==> src/sv/rcg_pkg.sv <==
`default_nettype none

package rcg_pkg;

    // Default parameter values
    localparam int CHANNEL_BITS_DEF = 16;
    localparam int COORD_BITS_DEF   = 16;
    localparam int PALETTE_SIZE     = 7;

    // Register widths
    localparam int EDGE_BITS    = 16;
    localparam int SPACING_BITS = 10;
    localparam int TRIG_BITS    = 16;
    localparam int SEED_BITS    = 32;
    localparam int CFG_IDX_BITS = 3;
    localparam int CFG_DAT_BITS = 32;

    // Register indexes
    localparam logic [CFG_IDX_BITS-1:0] CFG_CUBE_EDGE    = 3'd0;
    localparam logic [CFG_IDX_BITS-1:0] CFG_GRID_SPACING = 3'd1;
    localparam logic [CFG_IDX_BITS-1:0] CFG_ROT_COSINE   = 3'd2;
    localparam logic [CFG_IDX_BITS-1:0] CFG_ROT_SINE     = 3'd3;
    localparam logic [CFG_IDX_BITS-1:0] CFG_COLOR_SEED   = 3'd4;

    // Register reset values
    localparam logic [EDGE_BITS-1:0]    EDGE_RST    = 16'd7680;
    localparam logic [SPACING_BITS-1:0] SPACING_RST = 10'd307;
    localparam logic [TRIG_BITS-1:0]    COSINE_RST  = 16'd16384;
    localparam logic [TRIG_BITS-1:0]    SINE_RST    = 16'd0;
    localparam logic [SEED_BITS-1:0]    SEED_RST    = 32'd0;

    // Datapath widths
    localparam int GQ_BITS    = EDGE_BITS + SPACING_BITS;
    localparam int DX_BITS    = GQ_BITS + 1;
    localparam int PROD_BITS  = DX_BITS + TRIG_BITS;
    localparam int ROT_BITS   = PROD_BITS + 1;
    localparam int HALF_SHIFT = 22;
    localparam int HALF_BITS  = EDGE_BITS + HALF_SHIFT;
    localparam int FRAC_SHIFT = 16;
    localparam int HASH_BITS  = 32;
    localparam int KEY_BITS   = 3;

    // Cell hash multipliers
    localparam logic [HASH_BITS-1:0] HASH_MUL_X = 32'd73856093;
    localparam logic [HASH_BITS-1:0] HASH_MUL_Y = 32'd19349663;

    // Palette level codes
    localparam logic [1:0] LVL_NONE = 2'd0;
    localparam logic [1:0] LVL_HALF = 2'd1;
    localparam logic [1:0] LVL_FULL = 2'd2;

    typedef struct packed {
        logic [1:0] red;
        logic [1:0] green;
        logic [1:0] blue;
    } pal_entry_t;

    // Red, green, blue, yellow, cyan, magenta, orange
    function automatic pal_entry_t palette_lookup(input logic [KEY_BITS-1:0] key);
        pal_entry_t e;
        case (key)
            3'd0:    e = '{LVL_FULL, LVL_NONE, LVL_NONE};
            3'd1:    e = '{LVL_NONE, LVL_FULL, LVL_NONE};
            3'd2:    e = '{LVL_NONE, LVL_NONE, LVL_FULL};
            3'd3:    e = '{LVL_FULL, LVL_FULL, LVL_NONE};
            3'd4:    e = '{LVL_NONE, LVL_FULL, LVL_FULL};
            3'd5:    e = '{LVL_FULL, LVL_NONE, LVL_FULL};
            3'd6:    e = '{LVL_FULL, LVL_HALF, LVL_NONE};
            default: e = '{LVL_NONE, LVL_NONE, LVL_NONE};
        endcase
        return e;
    endfunction

endpackage

`default_nettype wire

==> src/sv/rcg_hash.sv <==
`default_nettype none

// Cell colour hash: products, sum with seed, then modulo seven
module rcg_hash (
    input  wire logic                              clk,
    input  wire logic                              en,
    input  wire logic [rcg_pkg::SEED_BITS-1:0]     seed,
    input  wire logic [rcg_pkg::HASH_BITS-1:0]     cell_x,
    input  wire logic [rcg_pkg::HASH_BITS-1:0]     cell_y,
    output logic      [rcg_pkg::KEY_BITS-1:0]      key
);

    logic [rcg_pkg::HASH_BITS-1:0] mx_reg, mx_next;
    logic [rcg_pkg::HASH_BITS-1:0] my_reg, my_next;
    logic [rcg_pkg::HASH_BITS-1:0] h_reg, h_next;
    logic [rcg_pkg::KEY_BITS-1:0]  key_reg, key_next;

    // Wrapping products and sum
    always_comb
    begin
        mx_next = rcg_pkg::HASH_BITS'(cell_x * rcg_pkg::HASH_MUL_X);
        my_next = rcg_pkg::HASH_BITS'(cell_y * rcg_pkg::HASH_MUL_Y);
        h_next  = rcg_pkg::HASH_BITS'(seed + mx_reg + my_reg);
    end

    // Fold octal digits, since eight is one modulo seven
    always_comb
    begin
        logic [6:0]                    s1;
        logic [3:0]                    s2;
        logic [3:0]                    s3;
        logic [rcg_pkg::HASH_BITS+0:0] hp;
        hp = {1'b0, h_reg};
        s1 = '0;
        for (int i = 0; i < 11; i++)
        begin
            s1 = s1 + 7'(hp[3*i +: 3]);
        end
        s2 = 4'(s1[2:0]) + 4'(s1[5:3]) + 4'(s1[6]);
        s3 = 4'(s2[2:0]) + 4'(s2[3]);
        if (s3 >= 4'd7)
        begin
            s3 = s3 - 4'd7;
        end
        key_next = s3[2:0];
    end

    always_ff @(posedge clk)
    begin
        if (en)
        begin
            mx_reg  <= mx_next;
            my_reg  <= my_next;
            h_reg   <= h_next;
            key_reg <= key_next;
        end
    end

    assign key = key_reg;

endmodule

`default_nettype wire

==> config.mk <==
export PLATFORM = sky130hd
export DESIGN_NAME = rcg_hash
export DESIGN_NICKNAME = d
export VERILOG_FILES = /design/src/sv/rcg_pkg.sv /design/src/sv/rcg_hash.sv
export SDC_FILE = /design/constraint.sdc
export NUM_CORES = 1
export LEC_CHECK = 0
export BUFFER_PORTS_ARGS = -buffer_cell sky130_fd_sc_hd__buf_2
export CORE_ASPECT_RATIO = 0.8
export CORE_MARGIN = 1.5
export CORE_UTILIZATION = 55
export CTS_BUF_LIST = sky130_fd_sc_hd__clkbuf_16
export DETAILED_ROUTE_END_ITERATION = 8
export PLACE_DENSITY = 0.72
export RECOVER_POWER = 50
export SYNTH_ARGS = -nofsm -noshare
export SYNTH_HDL_FRONTEND = slang
export SYNTH_SLANG_ARGS = --single-unit
==> constraint.sdc <==
create_clock -name clk -period 9 [get_ports clk]
set_clock_uncertainty 0.2 [all_clocks]
set_input_delay 0 -clock clk [delete_from_list [all_inputs] [get_ports clk]]
set_output_delay 0 -clock clk [all_outputs]
set_load 0.01 [all_outputs]
Word-level counts from Yosys, hierarchy flattened:

Index checks and enable logic that the tools add are counted.

* input bits: 98
* logic and storage cells: 24
* register bits after elaboration: 99

* multiplexer cells: 1
* $add $sub $neg: 16
* magnitude comparators: 1
* multiply operators: 2

Operators by type and width (count)
* 32-bit adder: 2
* 7-bit by 3-bit adder with 7-bit output: 5
* 32-bit by 25-bit multiplier with 32-bit output, second input constant: 1
* 32-bit by 27-bit multiplier with 32-bit output, second input constant: 1
* 3-bit by 3-bit adder with 4-bit output: 2
* 6-bit by 3-bit adder with 7-bit output: 1
* 7-bit by 2-bit adder with 7-bit output: 1
* 5-bit by 3-bit adder with 6-bit output: 1
* 4-bit by 3-bit adder with 5-bit output: 1
* 3-bit by 1-bit adder with 4-bit output: 1
* 4-bit by 1-bit adder with 4-bit output: 1
* 4-bit by 3-bit greater-or-equal comparator with 1-bit output, second input constant: 1
* 3-bit 2-to-1 mux: 1
* 3-bit subtractor, second input constant: 1

Depth between registers and ports, before layout:

Gate-level depths: netlist of run 1.

* word-level depth: 15
* depth in mapped cells: 25
* mapped depth without buffers: 25

Least setup slack after synthesis of run 1:

No wires, ideal clock.

* path kind: register to register
* from: reg h_reg[20] in the netlist's numbering
* to: reg key_reg, in the netlist key[1] (data pin)
* required time: 8.540 ns
* slack: 2.788 ns
* arrival time: 5.752 ns
* buffers on the path: 0
* stages on the path, launching flop included: 20
* clock period less this slack: 6.212 ns
* cell sequence: edfxtp_1 > fa_1 > fa_1 > fa_1 > fa_1 > fa_1 > ha_1 > a21o_1 > a21oi_1 > o21bai_1 > a21oi_1 > fa_1 > fa_1 > inv_1 > ha_1 > ha_1 > nand2b_1 > a21oi_1 > a31oi_1 > mux2_2

* cells in the longest elaborated chain, start to end: 10

RTL lines
* start: declaration: RTL line rcg_hash.sv:15 `logic [rcg_pkg::HASH_BITS-1:0] h_reg, h_next;`
* start signal: assignment: RTL line rcg_hash.sv:54 `h_reg <= h_next;`
* 7-bit by 3-bit adder with 7-bit output (*) (4 in a row): RTL line rcg_hash.sv:37 `s1 = s1 + 7'(hp[3*i +: 3]);`
* 7-bit by 2-bit adder with 7-bit output (*): RTL line rcg_hash.sv:37
* 3-bit by 3-bit adder with 4-bit output: RTL line rcg_hash.sv:39 `s2 = 4'(s1[2:0]) + 4'(s1[5:3]) + 4'(s1[6]);`
* 4-bit by 1-bit adder with 4-bit output (*): RTL line rcg_hash.sv:39
* 3-bit by 1-bit adder with 4-bit output (*): RTL line rcg_hash.sv:40 `s3 = 4'(s2[2:0]) + 4'(s2[3]);`
* 4-bit by 3-bit greater-or-equal comparator with 1-bit output or 3-bit subtractor (tied branches): RTL line rcg_hash.sv:41, rcg_hash.sv:43
* 3-bit 2-to-1 mux (*): RTL line rcg_hash.sv:41 `if (s3 >= 4'd7)`
* named net key_next (one bit): RTL line rcg_hash.sv:16 `logic [rcg_pkg::KEY_BITS-1:0] key_reg, key_next;`
* end signal: assignment: RTL line rcg_hash.sv:55 `key_reg <= key_next;`
* end: declaration: RTL line rcg_hash.sv:16

The timed path passes the listed nets; every way through them passes the cells marked *.
A chain may end at the register's enable or synchronous reset.

Worst setup path after layout of run 1:

* from: reg h_reg[22] in the netlist's numbering
* to: reg key_reg, in the netlist key[1] (data pin)

* cells in the longest elaborated chain, start to end: 9

RTL lines (RTL line)
* 7-bit by 3-bit adder with 7-bit output (*) (3 in a row): rcg_hash.sv:37
* 7-bit by 2-bit adder with 7-bit output (*): rcg_hash.sv:37
* 3-bit by 3-bit adder with 4-bit output: rcg_hash.sv:39
* 4-bit by 1-bit adder with 4-bit output (*): rcg_hash.sv:39
* 3-bit by 1-bit adder with 4-bit output (*): rcg_hash.sv:40
* 4-bit by 3-bit greater-or-equal comparator with 1-bit output or 3-bit subtractor (tied branches): rcg_hash.sv:41, rcg_hash.sv:43
* 3-bit 2-to-1 mux (*): rcg_hash.sv:41
* named net key_next (one bit): rcg_hash.sv:16

Marks and branches as above.

==> results of run 1 <==
==> cell usage after synthesis, drive strengths merged, types with 4 or more instances <==
| cell type | n |
|---|---|
| nand4 | 4 |
| nor3 | 13 |
| nand2 | 36 |
| a21o | 27 |
| o211ai | 11 |
| nor2 | 58 |
| nand2b | 13 |
| o21bai | 17 |
| o21ai | 45 |
| nand3 | 17 |
| nor2b | 6 |
| inv | 698 |
| ha | 406 |
| xor2 | 21 |
| xnor2 | 111 |
| and3 | 4 |
| a21oi | 65 |
| a211oi | 12 |
| edfxtp | 99 |
| o21a | 11 |
| a31oi | 7 |
| fa | 422 |
==> metal layers <==
metal  part of all wire  track usage  up-vias
met2               0.44        0.373      345
met3              0.066       0.0453       39
li1                   -            -     6879
met4              0.015       0.0484        2
met1               0.48        0.376     7145
met5            0.00027            0        -
==> critical path: cells and delay by family (launching register included) <==
| kind | cells | cell delay, ns |
|---|---|---|
| adders and majority gates | 10 | 4.23 |
| AOI/OAI and AO/OA | 6 | 0.76 |
| muxes | 1 | 0.37 |
| and+or+nand+nor | 1 | 0.09 |
| DFF | 1 | 0.41 |
| buffers and inverters | 3 | 0.18 |
==> cells by family (layout without fill, tap and decap cells) <==
group                      Yosys count  count (layout)
adders and majority gates          828             828
AOI/OAI and AO/OA                  222             222
buffers and inverters              699             820
other                                0               5
DFF                                 99              99
and+or+nand+nor                    161             161
xor gates and xnor gates           132             132
muxes                                4               4
==> final timing paths <==
check                           depth (start not counted)                  to                 from
worst max-delay path                                   21    key[1]$_DFFE_PP_  h_reg[22]$_DFFE_PP_
worst min-delay path                                    4  h_reg[0]$_DFFE_PP_              seed[0]
worst max register to register                         21    key[1]$_DFFE_PP_  h_reg[22]$_DFFE_PP_
worst min register to register                          2  h_reg[1]$_DFFE_PP_  my_reg[1]$_DFFE_PP_
==> per-stage QoR <==
stage | cells | utilization | setup WS (ns) | hold WS, ns
global placement | 2789 | 0.586 | 2.66 | 0.217
global route | 2812 | 0.594 | 2.06 | 0.0325
CTS | 2810 | 0.595 | 2.50 | 0.0141
finish | 2815 | 0.595 | 2.51 | 0.0203
detailed placement | 2789 | 0.586 | 2.50 | 0.220
floorplan | 2145 | - | 2.79 | -0.101
==> area by class of cell <==
class,instances,share of cell area
inverters,698,0.108
well taps,544,0.0282
flip-flops and latches,99,0.123
multi-input cells,1347,0.705
clock buffers,9,0.00932
clock inverters,7,0.00290
diodes,5,0.000518
repair buffers,106,0.0226
==> what timing repair did <==
item	4_1_cts	5_1_grt
hold buffers	5	0
hold endpoints to repair	52	0
buffers inserted	0	0
==> flow_metrics.env, run 1 <==
export IMPL_synth_net_count=3071
export IMPL_yosys_register_bits=99
export IMPL_layout_common_cells="inv_1 (698), fa_1 (422), ha_1 (406)"
export IMPL_worstMarginPinSlew_ns=2.79
export IMPL_yosys_warnings=0
export IMPL_routed_via_density=5.12
export IMPL_ys_dominant_reg_cell="edfxtp_1"
export IMPL_cts_resized=0
export IMPL_synth_xor_area_frac=0.0511
export IMPL_yosys_area_top_type="fa_1"
export IMPL_worstSetupEndpointType="register"
export IMPL_io_buffers=100
export IMPL_finalNetCount=3187
export IMPL_clkSinkCount=99
export IMPL_crit_required_ns=8.93
export IMPL_violations="max-capacitance violations, max-slew violations"
export IMPL_final_common_cell="inv_1"
export IMPL_synth_area_mux_share=0.00188
export IMPL_postPlaceCellArea_sq_um=23800
export IMPL_h_tree_depth=3
export IMPL_cts_tree="yes"
export IMPL_synth_top_family_by_area="adder cells"
export IMPL_clkLatencyLatePin_ns=0.37
export IMPL_grt_pass1_wl_um=81000
export IMPL_max_cap_violations=2
export IMPL_fin_area_sq_um=24200
export IMPL_synthCells=2145
export IMPL_grt_max_degree=52
export IMPL_hp_class="primary input to register"
export IMPL_critPathLaunchType="register"
export IMPL_overflow=0
export IMPL_synthSimpleGateAreaFrac=0.0331
export IMPL_setup_viol=0
export IMPL_dp_hpwl_um=43400
export IMPL_die_w_um=230
export IMPL_syn_area_per_cell_sq_um=10.5
export IMPL_antenna_left=0
export IMPL_report_final_slew_viol_count=102
export IMPL_async_flop_share=0
export IMPL_grt_usage=0.248
export IMPL_ios=101
export IMPL_area_delta_synth_final_pct=6.76
export IMPL_slew_headroom=-0.861
export IMPL_cp_cell_sequence="fa_1 > inv_1 > fa_1 > fa_1 > inv_1 > fa_1 > fa_1 > ha_1 > a21o_1 > a21oi_1 > o21bai_1 > a21oi_1 > fa_1 > fa_1 > inv_1 > ha_1 > ha_1 > nand2b_1 > a21oi_1 > a31oi_1 > mux2_2"
export IMPL_yosysSeqAreaShare=0.131
export IMPL_multi_input_area_sq_um=17000
export IMPL_finalHoldViolations=0
export IMPL_wl_per_cell_um=17.2
export IMPL_path_class="register to register"
export IMPL_synth_area_sq_um=22600
export IMPL_rsz0062_at_grt="no"
export IMPL_dieArea_sq_um=42400
export IMPL_period_share=0.721
export IMPL_initial_utilization=0.557
export IMPL_clkSlewWorstSetupHoldPaths_ns=0.08
export IMPL_cts_buffer_depth=2
export IMPL_path_max_fanout=4
export IMPL_crit_path_frequent_cell="fa_1"
export IMPL_min_period_ns=6.49
export IMPL_core_sq_um=40600
export IMPL_max_freq_mhz=154
export IMPL_cts_buffers_inserted=9
export IMPL_vias=14400
export IMPL_wl_um=48500
export IMPL_synth_top_area_frac=0.373
export IMPL_final_fill_count=3444
export IMPL_synth_cell_types=63
export IMPL_cp_arrival_ns=6.42
export IMPL_placementRows=66
export IMPL_setup_tns_ns=0
export IMPL_cpPeakStageDelay_ns=0.55
export IMPL_seq_area_sq_um=2970
export IMPL_initialDrtViolationCount=793
export IMPL_cts_root_buf="clkbuf_16"
export IMPL_slowest_stage="fa_1"
export IMPL_drive_gt1_frac=0.0605
export IMPL_antenna_found_initial=6
export IMPL_grt_pass1_vias=15400
export IMPL_status="finished, violations left"
export IMPL_first_pass_iters=5
export IMPL_r2r_setup_slack_ns=2.51
export IMPL_synth_edff_count=99
export IMPL_synth_fa_ha_area_frac=0.598
export IMPL_synth_compound_area_frac=0.0687
export IMPL_synthTopCellsByArea="fa_1 (37%), ha_1 (22%), edfxtp_1 (13%)"
export IMPL_gp_congestion=0.900
export IMPL_drc=0
export IMPL_fp_dieH_um=184
Power of run 1 is left out: the tool's default activity adds up to more than one toggle a clock period on the data nets, which glitch-free logic cannot reach.
==> inputs of run 2 (changes only) <==
--- a/config.mk
+++ b/config.mk
@@ -5,6 +5,7 @@
 export SDC_FILE = /design/constraint.sdc
 export NUM_CORES = 1
 export LEC_CHECK = 0
+export ABC_AREA = 1
 export BUFFER_PORTS_ARGS = -buffer_cell sky130_fd_sc_hd__buf_2
 export CORE_ASPECT_RATIO = 0.8
 export CORE_MARGIN = 1.5
==> constraint.sdc (replaced) <==
create_clock -name clk -period 6.3 [get_ports clk]
set_clock_uncertainty 0.2 [all_clocks]
set_input_delay 0 -clock clk [delete_from_list [all_inputs] [get_ports clk]]
set_output_delay 0 -clock clk [all_outputs]
set_load 0.01 [all_outputs]
==> run 2 against run 1 <==
  * The run still ends with max-capacitance violations, max-slew violations left
  * Sequential share of layout area is 0.54 points lower
  * Non-clock buffer count increased by 4
  * Hold slack improved by 0.010 ns
  * Core utilization is 0.44 points higher
  * Design area rose by 4.6%
  * Die area rose by 4.6%
  * Fmax grew 6.8%
  * First-iteration DRC count grew 65%
  * Cell count up 14%
  * Critical path type unchanged
  * Routed wire length grew 22%
  * Sequential cell count unchanged
  * Via count up 15%
==> flow_metrics.env, run 2 <==
export IMPL_status="finished, violations left"
export IMPL_violations="max-capacitance violations, max-slew violations"
export IMPL_r2r_end="key[1]$_DFFE_PP_"
export IMPL_yosysSeqAreaShare=0.125
export IMPL_netlist_top_cells_count="inv_1 (802), fa_1 (422), ha_1 (406)"
export IMPL_hp_start="seed[0]"
export IMPL_synthTopCellsByArea="fa_1 (36%), ha_1 (21%), inv_1 (13%)"
export IMPL_synth_cell_types=43
export IMPL_core_sq_um=42200
export IMPL_wl_per_cell_um=18.5
export IMPL_layout_common_cells="inv_1 (803), fa_1 (419), ha_1 (406)"
export IMPL_r2r_start="h_reg[20]$_DFFE_PP_"
export IMPL_async_flop_share=0
export IMPL_grt_usage=0.282
export IMPL_max_cap_violations=2
export IMPL_initialDrtViolationCount=1311
export IMPL_cts_root_buf="clkbuf_16"
export IMPL_overflow=0
export IMPL_report_final_slew_viol_count=102
export IMPL_holdPathEnd="h_reg[0]$_DFFE_PP_"
export IMPL_critPathLaunchType="register"
export IMPL_cpPeakStageDelay_ns=0.58
export IMPL_h_tree_depth=3
export IMPL_finalNetCount=3565
export IMPL_ys_dominant_reg_cell="edfxtp_1"
export IMPL_initial_utilization=0.562
export IMPL_pre_cts_ws_ns=0.0551
export IMPL_cts_buffer_depth=2
export IMPL_fp_dieH_um=189
export IMPL_ios=101
export IMPL_synth_net_count=3445
export IMPL_hp_class="primary input to register"
export IMPL_finalWorstSetupSlack_ns=0.225
export IMPL_whs_ns=0.0303
export IMPL_cts_buffers_inserted=9
export IMPL_r2r_setup_slack_ns=0.22
export IMPL_crit_family="adder cells"
export IMPL_vias=16600
export IMPL_min_period_ns=6.08
export IMPL_clkSlewWorstSetupHoldPaths_ns=0.08
export IMPL_synth_most_common_cell="inv_1"
export IMPL_path_max_fanout=2
export IMPL_die_w_um=235
export IMPL_area_delta_synth_final_pct=6.60
export IMPL_routed_via_density=5.20
export IMPL_final_common_cell="inv_1"
export IMPL_period_share=0.964
export IMPL_clkLatencyLatePin_ns=0.37
export IMPL_max_freq_mhz=165
export IMPL_cp_arrival_ns=6.00
export IMPL_setup_viol=0
export IMPL_synth_top_area_frac=0.357
export IMPL_hold_depth=4
export IMPL_placementRows=67
export IMPL_worstSetupEndpointType="register"
export IMPL_crit_required_ns=6.23
export IMPL_finalHoldViolations=0
export IMPL_antenna_left=0
export IMPL_io_buffers=100
export IMPL_grt_max_degree=51
export IMPL_first_pass_iters=5
export IMPL_r2r_worst_path_cells=19
export IMPL_gp_congestion=1.01
export IMPL_drc=0
export IMPL_slew_headroom=-0.846
export IMPL_wl_um=59000
export IMPL_cp_cell_sequence="fa_1 > fa_1 > fa_1 > fa_1 > fa_2 > ha_1 > nand3_1 > nand2_1 > nand2_1 > nand2_1 > a21oi_1 > fa_2 > fa_1 > inv_1 > ha_1 > ha_1 > nand2_1 > nand2_1 > mux2_2"
export IMPL_postPlaceCellArea_sq_um=24900
export IMPL_syn_area_per_cell_sq_um=9.41
export IMPL_yosys_register_bits=99
export IMPL_cts_setup_buffers=0
export IMPL_yosys_warnings=0
export IMPL_synthCells=2519
export IMPL_yosys_area_top_type="fa_1"
export IMPL_path_class="register to register"
export IMPL_slowest_stage="fa_1"
export IMPL_dieArea_sq_um=44300
export IMPL_antenna_found_initial=1
export IMPL_synth_area_sq_um=23700
export IMPL_drive_gt1_frac=0.0586
export IMPL_grt_pass1_vias=17300
export IMPL_grt_pass1_wl_um=95100
export IMPL_dp_hpwl_um=53600
export IMPL_fin_area_sq_um=25300
export IMPL_clkSinkCount=99
export IMPL_cts_tree="yes"
export IMPL_synth_edff_count=99
export IMPL_worstMarginPinSlew_ns=2.77
export IMPL_critPathBufInv=1
==> run 2: worst max-delay path by stage <==
stage	from	to	slack, ns	cells past startpoint
floorplan	h_reg[22]$_DFFE_PP_	key[1]$_DFFE_PP_	0.41	18
global placement	h_reg[22]$_DFFE_PP_	key[1]$_DFFE_PP_	0.28	21
detailed placement	h_reg[22]$_DFFE_PP_	key[1]$_DFFE_PP_	0.06	21
CTS	h_reg[22]$_DFFE_PP_	key[1]$_DFFE_PP_	0.04	21
global route	h_reg[20]$_DFFE_PP_	key[1]$_DFFE_PP_	-0.0006	19
finish	h_reg[20]$_DFFE_PP_	key[1]$_DFFE_PP_	0.22	19
==> run 2: what timing repair did <==
action                                  CTS  global route
hold endpoints to repair                 52             0
resized for setup                         0             5
endpoints found under the setup margin    0             3
hold buffers                              5             0
==> run 2: per-stage QoR <==
step	setup TNS, ns	util	cells
after floorplan	0	-	2519
after global placement	0	0.591	3175
after detailed placement	0	0.591	3175
after CTS	0	0.599	3196
after global routing	-0.000557	0.599	3196
final	0	0.599	3197
==> run 2: area by class of cell <==
type                    instances  area [sq um]
clock inverters                 7          60.1
repair buffers                110           577
flip-flops and latches         99          2970
inverters                     803          3010
fillers                      3660         16900
diodes                          1          2.50
well taps                     552           691
multi-input cells            1616         17700
clock buffers                   9           225
==> run 2: worst reg2reg max path: cells and delay by family, from the launching register on <==
family,cells,cell delay (ns)
adder cells (fa/ha/maj),10,4.27
AND/OR/NAND/NOR,6,0.49
flip-flops,1,0.40
multiplexers,1,0.33
AO/OA/AOI/OAI,1,0.08
buffers and inverters,1,0.05
==> run 2: logic make-up (layout without fill, tap and decap cells) <==
logic type	after synthesis	in the layout	share of synthesized area
compound gates	211	211	0.0526
xor+xnor	108	108	0.0399
fa+ha+maj	828	828	0.571
buf+inv	804	929	0.127
flops	99	99	0.125
mux	1	1	0.000475
other cells	0	1	0
simple gates	468	468	0.0832
==> run 2: routing by layer <==
metal	GRT usage	up-vias	wire, um
li1	-	7892	-
met1	0.422	8142	28000
met2	0.421	530	25000
met3	0.0645	47	5090
met4	0.0492	0	905
met5	0	-	0
Power of run 2 is left out for the same reason.
==> inputs of run 3 (changes only) <==
--- a/config.mk
+++ b/config.mk
@@ -6,13 +6,13 @@
 export NUM_CORES = 1
 export LEC_CHECK = 0
 export ABC_AREA = 1
-export BUFFER_PORTS_ARGS = -buffer_cell sky130_fd_sc_hd__buf_2
 export CORE_ASPECT_RATIO = 0.8
 export CORE_MARGIN = 1.5
 export CORE_UTILIZATION = 55
 export CTS_BUF_LIST = sky130_fd_sc_hd__clkbuf_16
 export DETAILED_ROUTE_END_ITERATION = 8
-export PLACE_DENSITY = 0.72
+export DONT_BUFFER_PORTS = 1
+export PLACE_DENSITY = 0.7
 export RECOVER_POWER = 50
 export SYNTH_ARGS = -nofsm -noshare
 export SYNTH_HDL_FRONTEND = slang
==> run 3 against run 2 <==
  * The flow still finishes with violations (max-capacitance violations, max-slew violations)
  * Routed wire length up 1.0%
  * Register-to-register slack hardly changed
  * Fmax about the same
  * Via count fell by 2.0%
  * Cell count down 3.0%
  * Die area is the same
  * Clock-buffer cell count did not move
  * Core utilization down 0.97 points
  * Non-clock buffer count fell by 95
  * Critical path depth up 2
  * Worst setup slack worse by 0.0022 ns
  * Critical path type unchanged
  * Largest cell class unchanged
==> flow_metrics.env, run 3 (synthesis results as in run 2) <==
export IMPL_antenna_left=0
export IMPL_drive_gt1_frac=0.0259
export IMPL_core_sq_um=42200
export IMPL_layout_common_cells="inv_1 (802), fa_1 (420), ha_1 (403)"
export IMPL_initial_utilization=0.562
export IMPL_worstSetupEndpointType="register"
export IMPL_cts_root_buf="clkbuf_16"
export IMPL_io_buffers=0
export IMPL_cts_buffers_inserted=9
export IMPL_cp_arrival_ns=5.99
export IMPL_holdPathEnd="h_reg[4]$_DFFE_PP_"
export IMPL_fp_dieH_um=189
export IMPL_setup_viol=0
export IMPL_max_cap_violations=1
export IMPL_final_common_cell="inv_1"
export IMPL_r2r_setup_slack_ns=0.22
export IMPL_first_pass_iters=8
export IMPL_vias=16300
export IMPL_slew_headroom=-2.55
export IMPL_r2r_worst_path_cells=21
export IMPL_grt_max_degree=100
export IMPL_wl_per_cell_um=19.2
export IMPL_path_max_fanout=2
export IMPL_initialDrtViolationCount=1196
export IMPL_hold_depth=3
export IMPL_cts_buffer_depth=2
export IMPL_dp_hpwl_um=53100
export IMPL_finalHoldViolations=0
export IMPL_grt_usage=0.282
export IMPL_period_share=0.965
export IMPL_dp_cells=3072
export IMPL_path_class="register to register"
export IMPL_violations="max-capacitance violations, max-slew violations"
export IMPL_r2r_start="h_reg[2]$_DFFE_PP_"
export IMPL_dieArea_sq_um=44300
export IMPL_status="finished, violations left"
export IMPL_routed_via_density=5.25
export IMPL_min_period_ns=6.08
export IMPL_report_final_slew_viol_count=100
export IMPL_hp_class="primary input to register"
export IMPL_diodes=0
export IMPL_die_w_um=235
export IMPL_r2r_end="key[1]$_DFFE_PP_"
export IMPL_placementRows=67
export IMPL_critPathLaunchType="register"
export IMPL_antenna_found_initial=0
export IMPL_area_delta_synth_final_pct=4.87
export IMPL_grt_pass1_vias=17300
export IMPL_clkSinkCount=99
export IMPL_cts_tree="yes"
export IMPL_crit_required_ns=6.21
export IMPL_finalNonFillerCells=3101
export IMPL_h_tree_depth=3
export IMPL_hp_start="seed[4]"
export IMPL_gp_congestion=0.952
export IMPL_clkLatencyLatePin_ns=0.36
export IMPL_ios=101
export IMPL_wl_um=59600
export IMPL_clkSlewWorstSetupHoldPaths_ns=0.08
export IMPL_overflow=0
export IMPL_max_freq_mhz=165
export IMPL_grt_pass1_wl_um=95400
export IMPL_finalNetCount=3470
export IMPL_worstMarginPinSlew_ns=5.33
export IMPL_drc=0
[run 3: cell types whose count changed in the layout (fill, tap and decap cells not counted), moves of 2 or more]
cell | before | now
buf_2 | 94 | 0
clkinv_8 | 0 | 2
nand2_2 | 5 | 7
clkbuf_1 | 7 | 1
nand2_1 | 285 | 283
ha_1 | 406 | 403
ha_2 | 0 | 2
dlygate4sd3_1 | 5 | 10
[run 3: worst max-delay path, stage by stage, from the launching register on]
cell      delay (ns)
edfxtp_1        0.32
inv_1           0.05
fa_1            0.53
inv_1           0.06
fa_1            0.57
fa_1            0.45
fa_1            0.50
fa_1            0.52
ha_1            0.30
nand3_1         0.09
nand2_1         0.09
nand2_2         0.05
nand2_1         0.05
a21oi_1         0.08
fa_2            0.37
fa_1            0.54
inv_1           0.08
ha_4            0.28
ha_2            0.16
nand2_1         0.07
nand2_2         0.09
mux2_2          0.34
[run 3: final cells by class]
class / instances / area [sq um]
multi-input cells: 1616 / 17700
clock inverters: 7 / 77.6
flip-flops and latches: 99 / 2970
fillers: 3640 / 17300
well taps: 552 / 691
inverters: 803 / 3010
clock buffers: 9 / 225
repair buffers: 15 / 134
[run 3: how the worst max path moves through the flow]
| stage | from | endpoint | slack, ns | cells past startpoint |
|---|---|---|---|---|
| 4_1_cts | h_reg[22]$_DFFE_PP_ | key[1]$_DFFE_PP_ | 0.04 | 21 |
| 3_5_place_dp | h_reg[22]$_DFFE_PP_ | key[1]$_DFFE_PP_ | -0.005 | 21 |
| 3_3_place_gp | h_reg[22]$_DFFE_PP_ | key[1]$_DFFE_PP_ | 0.26 | 21 |
| 5_1_grt | h_reg[2]$_DFFE_PP_ | key[1]$_DFFE_PP_ | -0.02 | 21 |
| 2_1_floorplan | h_reg[22]$_DFFE_PP_ | key[1]$_DFFE_PP_ | 0.41 | 18 |
| 6_report | h_reg[2]$_DFFE_PP_ | key[1]$_DFFE_PP_ | 0.22 | 21 |
[run 3: layer usage]
metal	global-route usage	vias up	share of wire	wire length (um)
met5	0	-	0	0
met4	0.0347	0	0.011	651
met3	0.0523	43	0.073	4350
li1	-	7722	-	-
met1	0.432	8034	0.49	29200
met2	0.426	484	0.43	25400
[run 3: what timing repair did]
action                                  4_1_cts  5_1_grt
endpoints found under the setup margin        1        3
endpoints found under the hold margin       111        0
buffers inserted                              0        2
gates resized for setup                       1        9
pin swaps                                     0       10
hold buffers                                 11        0
[run 3: stage by stage]
stage,setup WS (ns),utilization,hold slack [ns],TNS (ns),cell area (sq um)
after floorplan,0.413,-,-0.101,0,23700
after global placement,0.264,0.579,-0.0974,0,24400
after detailed placement,-0.00523,0.579,-0.0979,-0.00523,24400
after CTS,0.0363,0.589,0.0301,0,24800
after global routing,-0.0185,0.589,0.0533,-0.0185,24800
final,0.223,0.589,0.0439,0,24800
Power of run 3 is left out for the same reason.
